[src/rtl/bbe_pkg.sv]
// Shared types, constants and character tables for the Bubble Babble encoder.
package bbe_pkg;

    localparam int unsigned CMD_Q_DEPTH = 2;
    localparam int unsigned CMD_Q_PTR_W = (CMD_Q_DEPTH > 1) ? $clog2(CMD_Q_DEPTH) : 1;
    localparam int unsigned CMD_Q_CNT_W = $clog2(CMD_Q_DEPTH + 1);

    localparam logic [7:0] CHAR_MARK = 8'h78;   // 'x'
    localparam logic [7:0] CHAR_DASH = 8'h2d;   // '-'
    localparam logic [5:0] SEED_INIT = 6'd1;
    localparam logic [6:0] SEED_MOD  = 7'd36;
    localparam logic [3:0] VOWEL_CNT = 4'd6;

    // One message step as seen by the character generator
    typedef struct packed {
        logic       lead;       // emit the leading mark
        logic       pair;       // emit the six characters of a byte pair
        logic       tail;       // emit the closing tuple and the closing mark
        logic       tail_held;  // closing tuple comes from the odd trailing byte
        logic [7:0] b1;         // first byte of the pair, or the trailing byte
        logic [7:0] b2;         // second byte of the pair
        logic [5:0] pseed;      // seed in force for the pair or the held tail
        logic [5:0] tseed;      // seed in force for the closing tuple
    } cmd_t;

    // Reduce a byte modulo 36: split at bit 5, fold the upper part by a table
    function automatic logic [5:0] mod36_byte(input logic [7:0] x);
        logic [5:0] hi_part;
        logic [6:0] t;
        case (x[7:5])
            3'd0:    hi_part = 6'd0;
            3'd1:    hi_part = 6'd32;
            3'd2:    hi_part = 6'd28;
            3'd3:    hi_part = 6'd24;
            3'd4:    hi_part = 6'd20;
            3'd5:    hi_part = 6'd16;
            3'd6:    hi_part = 6'd12;
            default: hi_part = 6'd8;
        endcase
        t = {1'b0, hi_part} + {2'b00, x[4:0]};
        if (t >= SEED_MOD)
            t = t - SEED_MOD;
        return t[5:0];
    endfunction

    // Sum of two residues modulo 36
    function automatic logic [5:0] add_mod36(input logic [5:0] a, input logic [5:0] b);
        logic [6:0] s;
        s = {1'b0, a} + {1'b0, b};
        if (s >= SEED_MOD)
            s = s - SEED_MOD;
        return s[5:0];
    endfunction

    // Seed divided by 6, valid for seeds below 36 (reciprocal multiply)
    function automatic logic [2:0] div6(input logic [5:0] s);
        logic [11:0] p;
        p = {6'd0, s} * 12'd43;
        return p[10:8];
    endfunction

    // Seed modulo 6, valid for seeds below 36
    function automatic logic [2:0] rem6(input logic [5:0] s);
        logic [2:0] q;
        logic [5:0] r;
        q = div6(s);
        r = s - ({1'b0, q, 2'b00} + {2'b00, q, 1'b0});
        return r[2:0];
    endfunction

    function automatic logic [7:0] vowel(input logic [2:0] idx);
        logic [7:0] c;
        case (idx)
            3'd0:    c = "a";
            3'd1:    c = "e";
            3'd2:    c = "i";
            3'd3:    c = "o";
            3'd4:    c = "u";
            3'd5:    c = "y";
            default: c = "a";
        endcase
        return c;
    endfunction

    // Vowel at (a + b) mod 6, both operands below 6
    function automatic logic [7:0] vowel_mod(input logic [2:0] a, input logic [2:0] b);
        logic [3:0] s;
        s = {1'b0, a} + {1'b0, b};
        if (s >= VOWEL_CNT)
            s = s - VOWEL_CNT;
        return vowel(s[2:0]);
    endfunction

    function automatic logic [7:0] cons(input logic [3:0] idx);
        logic [7:0] c;
        case (idx)
            4'd0:    c = "b";
            4'd1:    c = "c";
            4'd2:    c = "d";
            4'd3:    c = "f";
            4'd4:    c = "g";
            4'd5:    c = "h";
            4'd6:    c = "k";
            4'd7:    c = "l";
            4'd8:    c = "m";
            4'd9:    c = "n";
            4'd10:   c = "p";
            4'd11:   c = "r";
            4'd12:   c = "s";
            4'd13:   c = "t";
            4'd14:   c = "v";
            default: c = "z";
        endcase
        return c;
    endfunction

endpackage

[src/rtl/bbe_front.sv]
// Input side: accepts message bytes, tracks seed and pairing, issues commands.
module bbe_front (
    input  logic          clk,
    input  logic          rst_n,
    input  logic          item_valid,
    output logic          item_ready,
    input  logic [7:0]    data_byte,
    input  logic          is_last,
    input  logic          empty_message,
    input  logic          fifo_full,
    output logic          push,
    output bbe_pkg::cmd_t push_cmd
);
    import bbe_pkg::*;

    logic [5:0] seed_reg, seed_next;
    logic       holding_reg, holding_next;
    logic       started_reg, started_next;
    logic [7:0] held_reg;
    logic [5:0] partial_reg;     // (5*seed + 7*held) mod 36, taken when a byte is held

    logic       accept;
    logic       pair;
    logic       hold_new;
    logic       tail;
    logic       holding_after;
    logic [5:0] pair_seed;
    logic [5:0] seed_after;
    logic [5:0] partial_new;
    logic [7:0] seed_x5;
    logic [7:0] byte_x7;
    logic [5:0] byte_res;

    assign item_ready = !fifo_full;
    assign accept     = item_valid && item_ready;

    // Classify the item against the current message state
    always_comb
    begin
        pair          = !empty_message && holding_reg;
        hold_new      = !empty_message && !holding_reg;
        tail          = empty_message || is_last;
        holding_after = empty_message ? holding_reg : hold_new;
    end

    // Seed arithmetic: partial term prepared at hold time, finished on the pair
    always_comb
    begin
        seed_x5     = {2'b00, seed_reg} + {seed_reg, 2'b00};
        byte_res    = mod36_byte(data_byte);
        byte_x7     = {byte_res, 2'b00} + {1'b0, byte_res, 1'b0} + {2'b00, byte_res};
        partial_new = add_mod36(mod36_byte(seed_x5), mod36_byte(byte_x7));
        pair_seed   = add_mod36(partial_reg, byte_res);
        seed_after  = pair ? pair_seed : seed_reg;
    end

    // Build the command for the character generator
    always_comb
    begin
        push_cmd.lead      = !started_reg;
        push_cmd.pair      = pair;
        push_cmd.tail      = tail;
        push_cmd.tail_held = tail && holding_after;
        push_cmd.b1        = holding_reg ? held_reg : data_byte;
        push_cmd.b2        = data_byte;
        push_cmd.pseed     = seed_reg;
        push_cmd.tseed     = seed_after;
        push = accept && (!started_reg || pair || tail);
    end

    // Next message state
    always_comb
    begin
        seed_next    = seed_reg;
        holding_next = holding_reg;
        started_next = started_reg;
        if (accept)
        begin
            if (tail)
            begin
                seed_next    = SEED_INIT;
                holding_next = 1'b0;
                started_next = 1'b0;
            end
            else
            begin
                seed_next    = seed_after;
                holding_next = holding_after;
                started_next = 1'b1;
            end
        end
    end

    // Hold control state
    always_ff @(posedge clk or negedge rst_n)
    begin
        if (!rst_n)
        begin
            seed_reg    <= SEED_INIT;
            holding_reg <= 1'b0;
            started_reg <= 1'b0;
        end
        else
        begin
            seed_reg    <= seed_next;
            holding_reg <= holding_next;
            started_reg <= started_next;
        end
    end

    // Capture the first byte of a pair and its seed term
    always_ff @(posedge clk)
    begin
        if (accept && hold_new)
        begin
            held_reg    <= data_byte;
            partial_reg <= partial_new;
        end
    end

endmodule

[src/rtl/bbe_cmd_fifo.sv]
// Short command queue between the input side and the character generator.
module bbe_cmd_fifo (
    input  logic          clk,
    input  logic          rst_n,
    input  logic          push,
    input  bbe_pkg::cmd_t push_cmd,
    output logic          full,
    input  logic          pop,
    output logic          q_valid,
    output bbe_pkg::cmd_t q_cmd
);
    import bbe_pkg::*;

    cmd_t                   mem_reg [CMD_Q_DEPTH];
    logic [CMD_Q_PTR_W-1:0] wr_ptr_reg, wr_ptr_next;
    logic [CMD_Q_PTR_W-1:0] rd_ptr_reg, rd_ptr_next;
    logic [CMD_Q_CNT_W-1:0] count_reg, count_next;
    logic                   do_push;
    logic                   do_pop;

    assign full    = (count_reg == CMD_Q_CNT_W'(CMD_Q_DEPTH));
    assign q_valid = (count_reg != '0);
    assign q_cmd   = mem_reg[rd_ptr_reg];
    assign do_push = push && !full;
    assign do_pop  = pop && q_valid;

    // Advance pointers and occupancy
    always_comb
    begin
        wr_ptr_next = wr_ptr_reg;
        rd_ptr_next = rd_ptr_reg;
        count_next  = count_reg;
        if (do_push)
            wr_ptr_next = (wr_ptr_reg == CMD_Q_PTR_W'(CMD_Q_DEPTH - 1)) ? '0
                                                                        : wr_ptr_reg + 1'b1;
        if (do_pop)
            rd_ptr_next = (rd_ptr_reg == CMD_Q_PTR_W'(CMD_Q_DEPTH - 1)) ? '0
                                                                        : rd_ptr_reg + 1'b1;
        if (do_push && !do_pop)
            count_next = count_reg + 1'b1;
        else if (do_pop && !do_push)
            count_next = count_reg - 1'b1;
    end

    always_ff @(posedge clk or negedge rst_n)
    begin
        if (!rst_n)
        begin
            wr_ptr_reg <= '0;
            rd_ptr_reg <= '0;
            count_reg  <= '0;
        end
        else
        begin
            wr_ptr_reg <= wr_ptr_next;
            rd_ptr_reg <= rd_ptr_next;
            count_reg  <= count_next;
        end
    end

    // Store the incoming command
    always_ff @(posedge clk)
    begin
        if (do_push)
            mem_reg[wr_ptr_reg] <= push_cmd;
    end

endmodule

[src/rtl/bbe_back.sv]
// Character generator: expands each command into characters, one per cycle while the receiver takes them.
module bbe_back (
    input  logic          clk,
    input  logic          rst_n,
    input  logic          q_valid,
    input  bbe_pkg::cmd_t q_cmd,
    output logic          pop,
    output logic          char_valid,
    input  logic          char_ready,
    output logic [7:0]    out_char,
    output logic          last_char
);
    import bbe_pkg::*;

    typedef enum logic [3:0] {
        SLOT_LEAD,
        SLOT_H0,
        SLOT_H1,
        SLOT_H2,
        SLOT_P0,
        SLOT_DASH,
        SLOT_P1,
        SLOT_T0,
        SLOT_T1,
        SLOT_T2,
        SLOT_CLOSE
    } slot_t;

    slot_t      slot_reg, slot_next;
    logic       busy_reg, busy_next;
    cmd_t       cmd_reg, cmd_next;
    logic       char_valid_reg, char_valid_next;
    logic [7:0] out_char_reg, out_char_next;
    logic       last_char_reg, last_char_next;

    logic       adv;
    logic       final_slot;
    slot_t      first_slot;
    slot_t      step_slot;
    logic [7:0] tail_byte;
    logic [2:0] hq, hr, tq, tr;
    logic [7:0] ch;
    logic       ch_last;

    assign char_valid = char_valid_reg;
    assign out_char   = out_char_reg;
    assign last_char  = last_char_reg;

    // Produce a character while a command is in progress and the output register is free or draining
    assign adv = busy_reg && (!char_valid_reg || char_ready);

    always_comb
    begin
        final_slot = (slot_reg == SLOT_CLOSE)
                  || (slot_reg == SLOT_P1 && !cmd_reg.tail)
                  || (slot_reg == SLOT_LEAD && !cmd_reg.pair && !cmd_reg.tail);
        pop = q_valid && (!busy_reg || (adv && final_slot));
    end

    // Pick the first and the following slot of a command
    always_comb
    begin
        if (q_cmd.lead)
            first_slot = SLOT_LEAD;
        else if (q_cmd.pair)
            first_slot = SLOT_H0;
        else
            first_slot = SLOT_T0;

        case (slot_reg)
            SLOT_LEAD: step_slot = cmd_reg.pair ? SLOT_H0 : SLOT_T0;
            SLOT_H0:   step_slot = SLOT_H1;
            SLOT_H1:   step_slot = SLOT_H2;
            SLOT_H2:   step_slot = SLOT_P0;
            SLOT_P0:   step_slot = SLOT_DASH;
            SLOT_DASH: step_slot = SLOT_P1;
            SLOT_P1:   step_slot = SLOT_T0;
            SLOT_T0:   step_slot = SLOT_T1;
            SLOT_T1:   step_slot = SLOT_T2;
            SLOT_T2:   step_slot = SLOT_CLOSE;
            default:   step_slot = SLOT_CLOSE;
        endcase
    end

    // Character for the current slot; a seed-only tail acts as a zero byte with an 'x' in the middle
    always_comb
    begin
        tail_byte = cmd_reg.tail_held ? cmd_reg.b1 : 8'd0;
        hq        = div6(cmd_reg.pseed);
        hr        = rem6(cmd_reg.pseed);
        tq        = div6(cmd_reg.tseed);
        tr        = rem6(cmd_reg.tseed);
        ch_last   = 1'b0;
        case (slot_reg)
            SLOT_LEAD: ch = CHAR_MARK;
            SLOT_H0:   ch = vowel_mod({1'b0, cmd_reg.b1[7:6]}, hr);
            SLOT_H1:   ch = cons(cmd_reg.b1[5:2]);
            SLOT_H2:   ch = vowel_mod({1'b0, cmd_reg.b1[1:0]}, hq);
            SLOT_P0:   ch = cons(cmd_reg.b2[7:4]);
            SLOT_DASH: ch = CHAR_DASH;
            SLOT_P1:   ch = cons(cmd_reg.b2[3:0]);
            SLOT_T0:   ch = vowel_mod({1'b0, tail_byte[7:6]}, tr);
            SLOT_T1:   ch = cmd_reg.tail_held ? cons(tail_byte[5:2]) : CHAR_MARK;
            SLOT_T2:   ch = vowel_mod({1'b0, tail_byte[1:0]}, tq);
            SLOT_CLOSE:
            begin
                ch      = CHAR_MARK;
                ch_last = 1'b1;
            end
            default:   ch = CHAR_MARK;
        endcase
    end

    // Next sequencer and output register values
    always_comb
    begin
        busy_next       = busy_reg;
        slot_next       = slot_reg;
        cmd_next        = cmd_reg;
        char_valid_next = char_valid_reg;
        out_char_next   = out_char_reg;
        last_char_next  = last_char_reg;

        if (adv)
        begin
            char_valid_next = 1'b1;
            out_char_next   = ch;
            last_char_next  = ch_last;
        end
        else if (char_ready)
        begin
            char_valid_next = 1'b0;
        end

        if (pop)
        begin
            busy_next = 1'b1;
            cmd_next  = q_cmd;
            slot_next = first_slot;
        end
        else if (adv && final_slot)
        begin
            busy_next = 1'b0;
        end
        else if (adv)
        begin
            slot_next = step_slot;
        end
    end

    // Hold sequencer state and the output register
    always_ff @(posedge clk or negedge rst_n)
    begin
        if (!rst_n)
        begin
            busy_reg       <= 1'b0;
            slot_reg       <= SLOT_LEAD;
            cmd_reg        <= '0;
            char_valid_reg <= 1'b0;
            out_char_reg   <= '0;
            last_char_reg  <= 1'b0;
        end
        else
        begin
            busy_reg       <= busy_next;
            slot_reg       <= slot_next;
            cmd_reg        <= cmd_next;
            char_valid_reg <= char_valid_next;
            out_char_reg   <= out_char_next;
            last_char_reg  <= last_char_next;
        end
    end

endmodule

[src/rtl/bubble_babble_encoder_top.sv]
// Top level of the Bubble Babble encoder.
//
// Input channel (item_valid/item_ready): one message byte per transfer, with
// is_last on the final byte; empty_message ends the current message without a
// byte, or encodes a zero-length message ("xexax") when none is open.
// Output channel (char_valid/char_ready): one ASCII character per transfer;
// last_char marks the closing 'x' of each message.
// Throughput: one character per cycle while the receiver takes them and commands
// are queued, set by the single character generator; a byte pair yields six
// characters, and each message adds the leading 'x', the closing tuple and the
// closing 'x'. The input side runs ahead through a two-entry command queue and
// takes bytes every cycle while the queue has room; bytes that complete no output
// (the first byte of a pair mid-message) push no command.
// When the receiver stalls, the output register holds its character, the
// generator and then the queue fill, and item_ready drops.
// Reset: the seed returns to 1, no message is open, queue and output are empty.
module bubble_babble_encoder_top (
    input  logic       clk,
    input  logic       rst_n,
    input  logic       item_valid,
    output logic       item_ready,
    input  logic [7:0] data_byte,
    input  logic       is_last,
    input  logic       empty_message,
    output logic       char_valid,
    input  logic       char_ready,
    output logic [7:0] out_char,
    output logic       last_char
);
    import bbe_pkg::*;

    logic fifo_full;
    logic push;
    cmd_t push_cmd;
    logic pop;
    logic q_valid;
    cmd_t q_cmd;

    bbe_front u_front (
        .clk           (clk),
        .rst_n         (rst_n),
        .item_valid    (item_valid),
        .item_ready    (item_ready),
        .data_byte     (data_byte),
        .is_last       (is_last),
        .empty_message (empty_message),
        .fifo_full     (fifo_full),
        .push          (push),
        .push_cmd      (push_cmd)
    );

    bbe_cmd_fifo u_fifo (
        .clk      (clk),
        .rst_n    (rst_n),
        .push     (push),
        .push_cmd (push_cmd),
        .full     (fifo_full),
        .pop      (pop),
        .q_valid  (q_valid),
        .q_cmd    (q_cmd)
    );

    bbe_back u_back (
        .clk        (clk),
        .rst_n      (rst_n),
        .q_valid    (q_valid),
        .q_cmd      (q_cmd),
        .pop        (pop),
        .char_valid (char_valid),
        .char_ready (char_ready),
        .out_char   (out_char),
        .last_char  (last_char)
    );

endmodule

[config.mk]
export PLATFORM = sky130hd
export DESIGN_NAME = bubble_babble_encoder_top
export DESIGN_NICKNAME = d
export VERILOG_FILES = /design/src/rtl/bbe_pkg.sv /design/src/rtl/bbe_front.sv /design/src/rtl/bbe_cmd_fifo.sv /design/src/rtl/bbe_back.sv /design/src/rtl/bubble_babble_encoder_top.sv
export SDC_FILE = /design/constraint.sdc
export NUM_CORES = 1
export LEC_CHECK = 0
export ABC_AREA = 1
export BUFFER_PORTS_ARGS = -buffer_cell sky130_fd_sc_hd__buf_2
export CORE_MARGIN = 2
export CORE_UTILIZATION = 30
export DETAILED_ROUTE_END_ITERATION = 10
export REMOVE_ABC_BUFFERS = 1
export SYNTH_ARGS = -nofsm -noshare
export SYNTH_HDL_FRONTEND = slang
export SYNTH_SLANG_ARGS = --single-unit
[constraint.sdc]
create_clock -name clk -period 14.9 [get_ports clk]
set_input_delay 0.745 -clock clk [delete_from_list [all_inputs] [get_ports clk]]
set_output_delay 0.745 -clock clk [all_outputs]
set_load 0.005 [all_outputs]
======== Word-level counts from Yosys, hierarchy flattened ========
Memory sizes are Yosys's and may differ from the RTL's.
Cells that the tools add are included.
storage, ports and cells
  memory bits (writable) .................. 64
  word-level logic and storage cells ...... 205
  bits of input ports ..................... 14
  flip-flop bits (word level) ............. 72
  output and inout bits ................... 11
  memories ................................ 5
  memory bits (read-only) ................. 320
cells by class
  magnitude comparators ................... 9
  reduce and logical (&&, ||, !) cells .... 43
  equal/unequal tests ..................... 50
  add/subtract/negate cells ............... 29
  muxes and demuxes ....................... 47
  multiply operators ...................... 2
memories
  memory            words  width  rd ports  clocked after Yosys merged registers in  wr ports  line                RTL
  (name not given)  16     5      1         0                                        0         bbe_pkg.sv:96       case (idx)
  (name not given)  16     5      1         0                                        0         bbe_pkg.sv:96
  (name not given)  16     5      1         0                                        0         bbe_pkg.sv:96
  (name not given)  16     5      1         0                                        0         bbe_pkg.sv:96
  u_fifo.mem_reg    2      32     1         0                                        1         bbe_cmd_fifo.sv:14  cmd_t mem_reg [CMD_Q_DEPTH];
operators with widths
  cell                                                  number
  case mux 6 bit (7 select lines)                       3
  case mux 5 bit (5 select lines)                       4
  case mux 8 bit (9 select lines)                       1
  == test 3 bit (second input constant)                 17
  == test 3 x 2 -> 1 bit (second input constant)        14
  two-way mux 6 bit                                     7
  case mux 4 bit (9 select lines)                       1
  >= comparator 7 x 6 -> 1 bit (second input constant)  5
  two-way mux 3 bit                                     10
  subtractor 6 bit (second input constant)              5
  two-way mux 8 bit                                     3
  multiplier 6 x 6 -> 11 bit (second input constant)    2
  adder 6 x 5 -> 7 bit                                  3
  == test 3 x 1 -> 1 bit (second input constant)        7
  adder 2 x 3 -> 4 bit                                  4
  == test 4 x 3 -> 1 bit (second input constant)        4
  >= comparator 4 x 3 -> 1 bit (second input constant)  4
  logical AND 1 bit                                     16
  two-way mux 4 bit                                     4
  adder 6 x 6 -> 7 bit                                  2
  == test 4 bit (second input constant)                 3
  two-way mux 1 bit                                     12
  subtractor 3 bit (second input constant)              4
  logical NOT 1 bit                                     10
  other kinds (18)                                      35

======== Logic depth before layout (Yosys ltp) ========
  depth after elaboration ................. 15
  depth in mapped cells ................... 46
  mapped depth without buffers ............ 46

======== Cells and area by module ========
From an unflattened synthesis, not the netlist that was laid out.
second synthesis, totals
  cell total of the unflattened synthesis .. 1338
  area total of the unflattened synthesis .. 11044.3 µm²
by module, submodules not included
  module        cells an instance  area an instance (µm²)  instances  seq. area each (µm²)
  bbe_back      721                4979.8                  1          1126.1
  bbe_front     418                3138.0                  1          621.8
  bbe_cmd_fifo  199                2926.6                  1          2021.9

======== Least setup slack after synthesis ========
OpenSTA, ideal clock, no wires.
  path kind ............................... input to register
  from .................................... input data_byte[6]
  to ...................................... register u_front.partial_reg[4] (data pin)
  buffers on the path ..................... 0
  path slack .............................. 7.532 ns
  cell stages on the path ................. 42
  arrival time ............................ 7.106 ns
  cell sequence ........................... nor2_2 > nor2_1 > ha_1 > fa_1 > inv_1 > ha_1 > nand2_1 > a21oi_1 > nand3_2 > nand3_2 > xor2_1 > fa_1 > inv_1 > ha_1 > nand3_1 > nand2_1 > a21oi_1 > nor2_1 > [... 6 more ...] > inv_1 > fa_1 > ha_1 > nand2_1 > nor2_1 > o21ai_0 > nand2_1 > xor2_1 > ha_1 > a21oi_1 > nand2_1 > xor2_1 > inv_1 > ha_1 > a21oi_1 > o21ai_0 > nand2_1 > xnor2_1
between the ends
  cells in the longest elaborated chain, start to end .. 15
ends and longest elaborated chain
  element                                                                  line                             RTL
  start, declared                                                          bubble_babble_encoder_top.sv:22  input logic [7:0] data_byte,
  == test 3 bit, or another cell as far along                              bbe_pkg.sv:30                    case (x[7:5])
  case mux 6 bit (7 select lines) (*)                                      bbe_pkg.sv:30
  adder 6 x 5 -> 7 bit (*)                                                 bbe_pkg.sv:40                    t = {1'b0, hi_part} + {2'b00, x[4:0]};
  subtractor 6 bit / >= comparator 7 x 6 -> 1 bit (equally long branches)  bbe_pkg.sv:42, bbe_pkg.sv:41
  two-way mux 6 bit (*)                                                    bbe_pkg.sv:41                    if (t >= SEED_MOD)
  adder 8 x 7 -> 8 bit                                                     bbe_front.sv:51                  byte_x7 = {byte_res, 2'b00} + {1'b0, byte_res, 1'b0} + {2'b00, byte_res};
  adder 8 x 6 -> 8 bit (*)                                                 bbe_front.sv:51
  == test 3 bit, or another cell as far along                              bbe_pkg.sv:30
  case mux 6 bit (7 select lines)                                          bbe_pkg.sv:30
  adder 6 x 5 -> 7 bit (*)                                                 bbe_pkg.sv:40
  subtractor 6 bit / >= comparator 7 x 6 -> 1 bit (equally long branches)  bbe_pkg.sv:42, bbe_pkg.sv:41
  two-way mux 6 bit (*)                                                    bbe_pkg.sv:41
  adder 6 x 6 -> 7 bit (*)                                                 bbe_pkg.sv:49                    s = {1'b0, a} + {1'b0, b};
  subtractor 6 bit / >= comparator 7 x 6 -> 1 bit (equally long branches)  bbe_pkg.sv:51, bbe_pkg.sv:50
  two-way mux 6 bit (*)                                                    bbe_pkg.sv:50                    if (s >= SEED_MOD)
  net u_front.partial_new[4]                                               bbe_front.sv:29                  logic [5:0] partial_new;
  end signal, assigned                                                     bbe_front.sv:117                 partial_reg <= partial_new;
  end, declared                                                            bbe_front.sv:20                  logic [5:0] partial_reg;
The timed path passes the listed nets; every way through them passes the cells marked *.
A chain may end at the register's enable or synchronous reset.

======== Worst setup path in the final report ========
Same ends and word-level chain as after synthesis.

==> results.sh <==
export IMPL_outcome="completed"
export IMPL_critPathMostFrequentCell="nand2_1"
export IMPL_largest_register_ffs=64
export IMPL_drt_initial_drc_count=376
export IMPL_io_buffers=23
export IMPL_syn_to_final_growth_pct=11.7
export IMPL_htreeDepth=4
export IMPL_antenna_cells=0
export IMPL_synth_compound_area_frac=0.0925
export IMPL_r2r_end="u_front.partial_reg[4]"
export IMPL_yosysUniqueCellTypes=47
export IMPL_wl_per_cell_microns=12.0
export IMPL_path_class="in -> reg"
export IMPL_overflow=0
export IMPL_busiest_layer="met2"
export IMPL_root_buffer="clkbuf_16"
export IMPL_initial_core_util=0.304
export IMPL_yosysSeqAreaShare=0.372
export IMPL_max_stage_delay_ps=470
export IMPL_rsz0062_at_grt="no"
export IMPL_drc=0
export IMPL_endpoint="u_front.partial_reg[4]"
export IMPL_synth_seq_cells=135
export IMPL_cts_tree="yes"
export IMPL_tns_ps=0
export IMPL_final_hold_viol_count=0
export IMPL_worstMarginPinSlew_ps=776
export IMPL_fin_area_sq_mm=0.0113
export IMPL_hold_class="reg -> reg"
export IMPL_crit_start="data_byte[6]"
export IMPL_start_kind="input port"
export IMPL_grt_pass1_wl_microns=35000
export IMPL_muxShareOfSynthArea=0.000988
export IMPL_synth_edf_count=78
export IMPL_use_met1=0.163
export IMPL_core_sq_mm=0.0334
export IMPL_cp_arrival_ps=8110
export IMPL_grtUsageMet2=0.201
export IMPL_synthSimpleGateAreaFrac=0.212
export IMPL_synthXorXnorAreaFrac=0.0354
export IMPL_vias_per_cell=4.60
export IMPL_dieArea_sq_mm=0.0353
export IMPL_avgSynthCellArea_sq_um=8.33
export IMPL_nets=1410
export IMPL_grt_pass1_vias=7462
export IMPL_dp_hpwl_microns=15900
export IMPL_synth_top_family_by_area="simple AND/OR/NAND/NOR gates"
export IMPL_numCtsBuffers=17
export IMPL_crit_fanout=8
export IMPL_syn_area_sq_mm=0.0101
export IMPL_rows=67
export IMPL_netlist_instances=1216
export IMPL_fp_dieH_microns=188
export IMPL_clk_pin_slew_ps=60
export IMPL_end_kind="flop"
export IMPL_die_w_microns=188
export IMPL_rr_startpoint="u_front.seed_reg[2]"
export IMPL_drive_gt1_frac=0.0693
export IMPL_whs_path_depth=1
export IMPL_r2r_slack_ps=9480
export IMPL_postSynth_asyncResetShare=0.422
export IMPL_antenna_found_initial=1
export IMPL_cts_repair_resized=0
export IMPL_antenna_left=0
export IMPL_hold_buffers=0
export IMPL_clk_path_buf_depth=2
export IMPL_finalCritPeriodShare=0.533
export IMPL_use_met3=0.0157
export IMPL_synthAdderAreaFrac=0.206
export IMPL_dr_pass1_iters=7
export IMPL_drv_cap=0
export IMPL_drt_wl_total_microns=20400
export IMPL_critical_path_required_ps=15070
export IMPL_track_usage=0.120
export IMPL_ios=25
export IMPL_yosys_warnings=0
export IMPL_cts_sinks=135
export IMPL_grt_max_degree=66
export IMPL_drv_slew=0
export IMPL_reg2regPathDepth=26
export IMPL_clk_latency_ps=420
export IMPL_cts_setup_buffers=0
export IMPL_slew_headroom=0.483
export IMPL_setup_viol=0
export IMPL_fmax_mhz=126
export IMPL_placedInstanceArea_sq_mm=0.0108
export IMPL_min_period_ps=7940
export IMPL_crit_slowest_cell="fa_1"
export IMPL_skew_ps=11.8
export IMPL_num_vias=7828
export IMPL_gp_congestion=0.884
export IMPL_synth_flop_cell="edfxtp_1"
==> cell type report <==
type	instances	area, sq um
clock buffers	19	433
clock inverters	13	124
fillers	3525	22000
inverters	188	706
multi-input cells	870	5560
flip-flops and latches	135	3770
well taps	448	561
repair buffers	30	168
==> synth_stat cells (all sizes together), types with 3 or more instances <==
cell    count  area (sq um)
edfxtp     78          2340
xnor2      14           123
a31oi      37           231
dfrtp      56          1400
ha        133          1660
clkbuf     13          48.8
nor3        3          15.0
inv       186           698
xor2       27           236
a21oi      50           250
nand2     301          1160
nor2      106           405
nand4      14          93.8
fa         21           420
o21ai      56           280
nand3      64           340
buf         9          61.3
nand3b      8          60.1
a211oi      4          30.0
or2         7          43.8
o211ai      4          30.0
o21bai      3          22.5
==> placed cells by master (no fill, tap or decap), types with 3 or more instances in the layout <==
| master | Yosys | routed |
|---|---|---|
| nand2_1 | 291 | 291 |
| inv_1 | 186 | 186 |
| ha_1 | 133 | 133 |
| nor2_1 | 103 | 101 |
| edfxtp_1 | 78 | 78 |
| nand3_1 | 60 | 60 |
| dfrtp_1 | 56 | 56 |
| o21ai_0 | 50 | 50 |
| a21oi_1 | 50 | 49 |
| a31oi_1 | 37 | 37 |
| xor2_1 | 27 | 27 |
| buf_2 | 4 | 23 |
| fa_1 | 21 | 21 |
| clkbuf_16 | 0 | 17 |
| xnor2_1 | 14 | 14 |
| nand4_1 | 13 | 13 |
| nand2_2 | 9 | 9 |
| nand3b_1 | 8 | 8 |
| buf_4 | 4 | 7 |
| o21ai_1 | 6 | 6 |
| or2_2 | 6 | 6 |
| nor2_2 | 3 | 5 |
| nand3_2 | 4 | 4 |
| a211oi_1 | 4 | 4 |
| o211ai_1 | 4 | 4 |
| clkinvlp_4 | 0 | 4 |
| o21bai_1 | 3 | 3 |
| clkinv_1 | 2 | 3 |
| nor3_1 | 3 | 3 |
| inv_6 | 0 | 3 |
==> worst max-delay path, delay by kind of cell <==
family                   cells  cell delay (ps)
AND/OR/NAND/NOR             17             1570
buffers and inverters        4              400
AO/OA/AOI/OAI                8             1530
adder cells (fa/ha/maj)      9             2630
XOR/XNOR                     5             1240
==> cell families (layout without fill, tap and decap cells) <==
logic type               after synthesis  count (layout)
AO/OA/AOI/OAI                        166             166
XOR/XNOR                              41              41
adder cells (fa/ha/maj)              154             154
buffers and inverters                211             250
flip-flops                           135             135
multiplexers                           1               1
other                                  1               1
AND/OR/NAND/NOR                      507             507
==> metrics by stage <==
| step | hold WS (ps) | util | setup WS (ps) | cells |
|---|---|---|---|---|
| floorplan | 446 | - | 7530 | 1193 |
| global placement | 454 | 0.322 | 6940 | 1671 |
| detailed placement | 459 | 0.322 | 6570 | 1671 |
| CTS | 472 | 0.339 | 6960 | 1703 |
| global route | 482 | 0.339 | 6270 | 1703 |
| finish | 472 | 0.339 | 6960 | 1703 |
==> metal layers <==
metal  up-vias  wire, microns
li1       4039              -
met1      3648          10300
met2       117           9260
met3        22            588
met4         2            284
met5         -             13
==> worst min path at each step <==
stage / from / end / slack (ps)
2_1_floorplan: rst_n / u_back.busy_reg / 450
3_3_place_gp: u_back.out_char[5] / u_back.out_char[5] / 450
3_5_place_dp: u_back.out_char[5] / u_back.out_char[5] / 460
4_1_cts: u_back.out_char[5] / u_back.out_char[5] / 470
5_1_grt: u_fifo.count_reg[0] / u_fifo.count_reg[0] / 480
6_report: u_back.out_char[5] / u_back.out_char[5] / 470
Power is not shown: default switching activity piles up to over one toggle a cycle in this logic, so the estimate is an artifact.
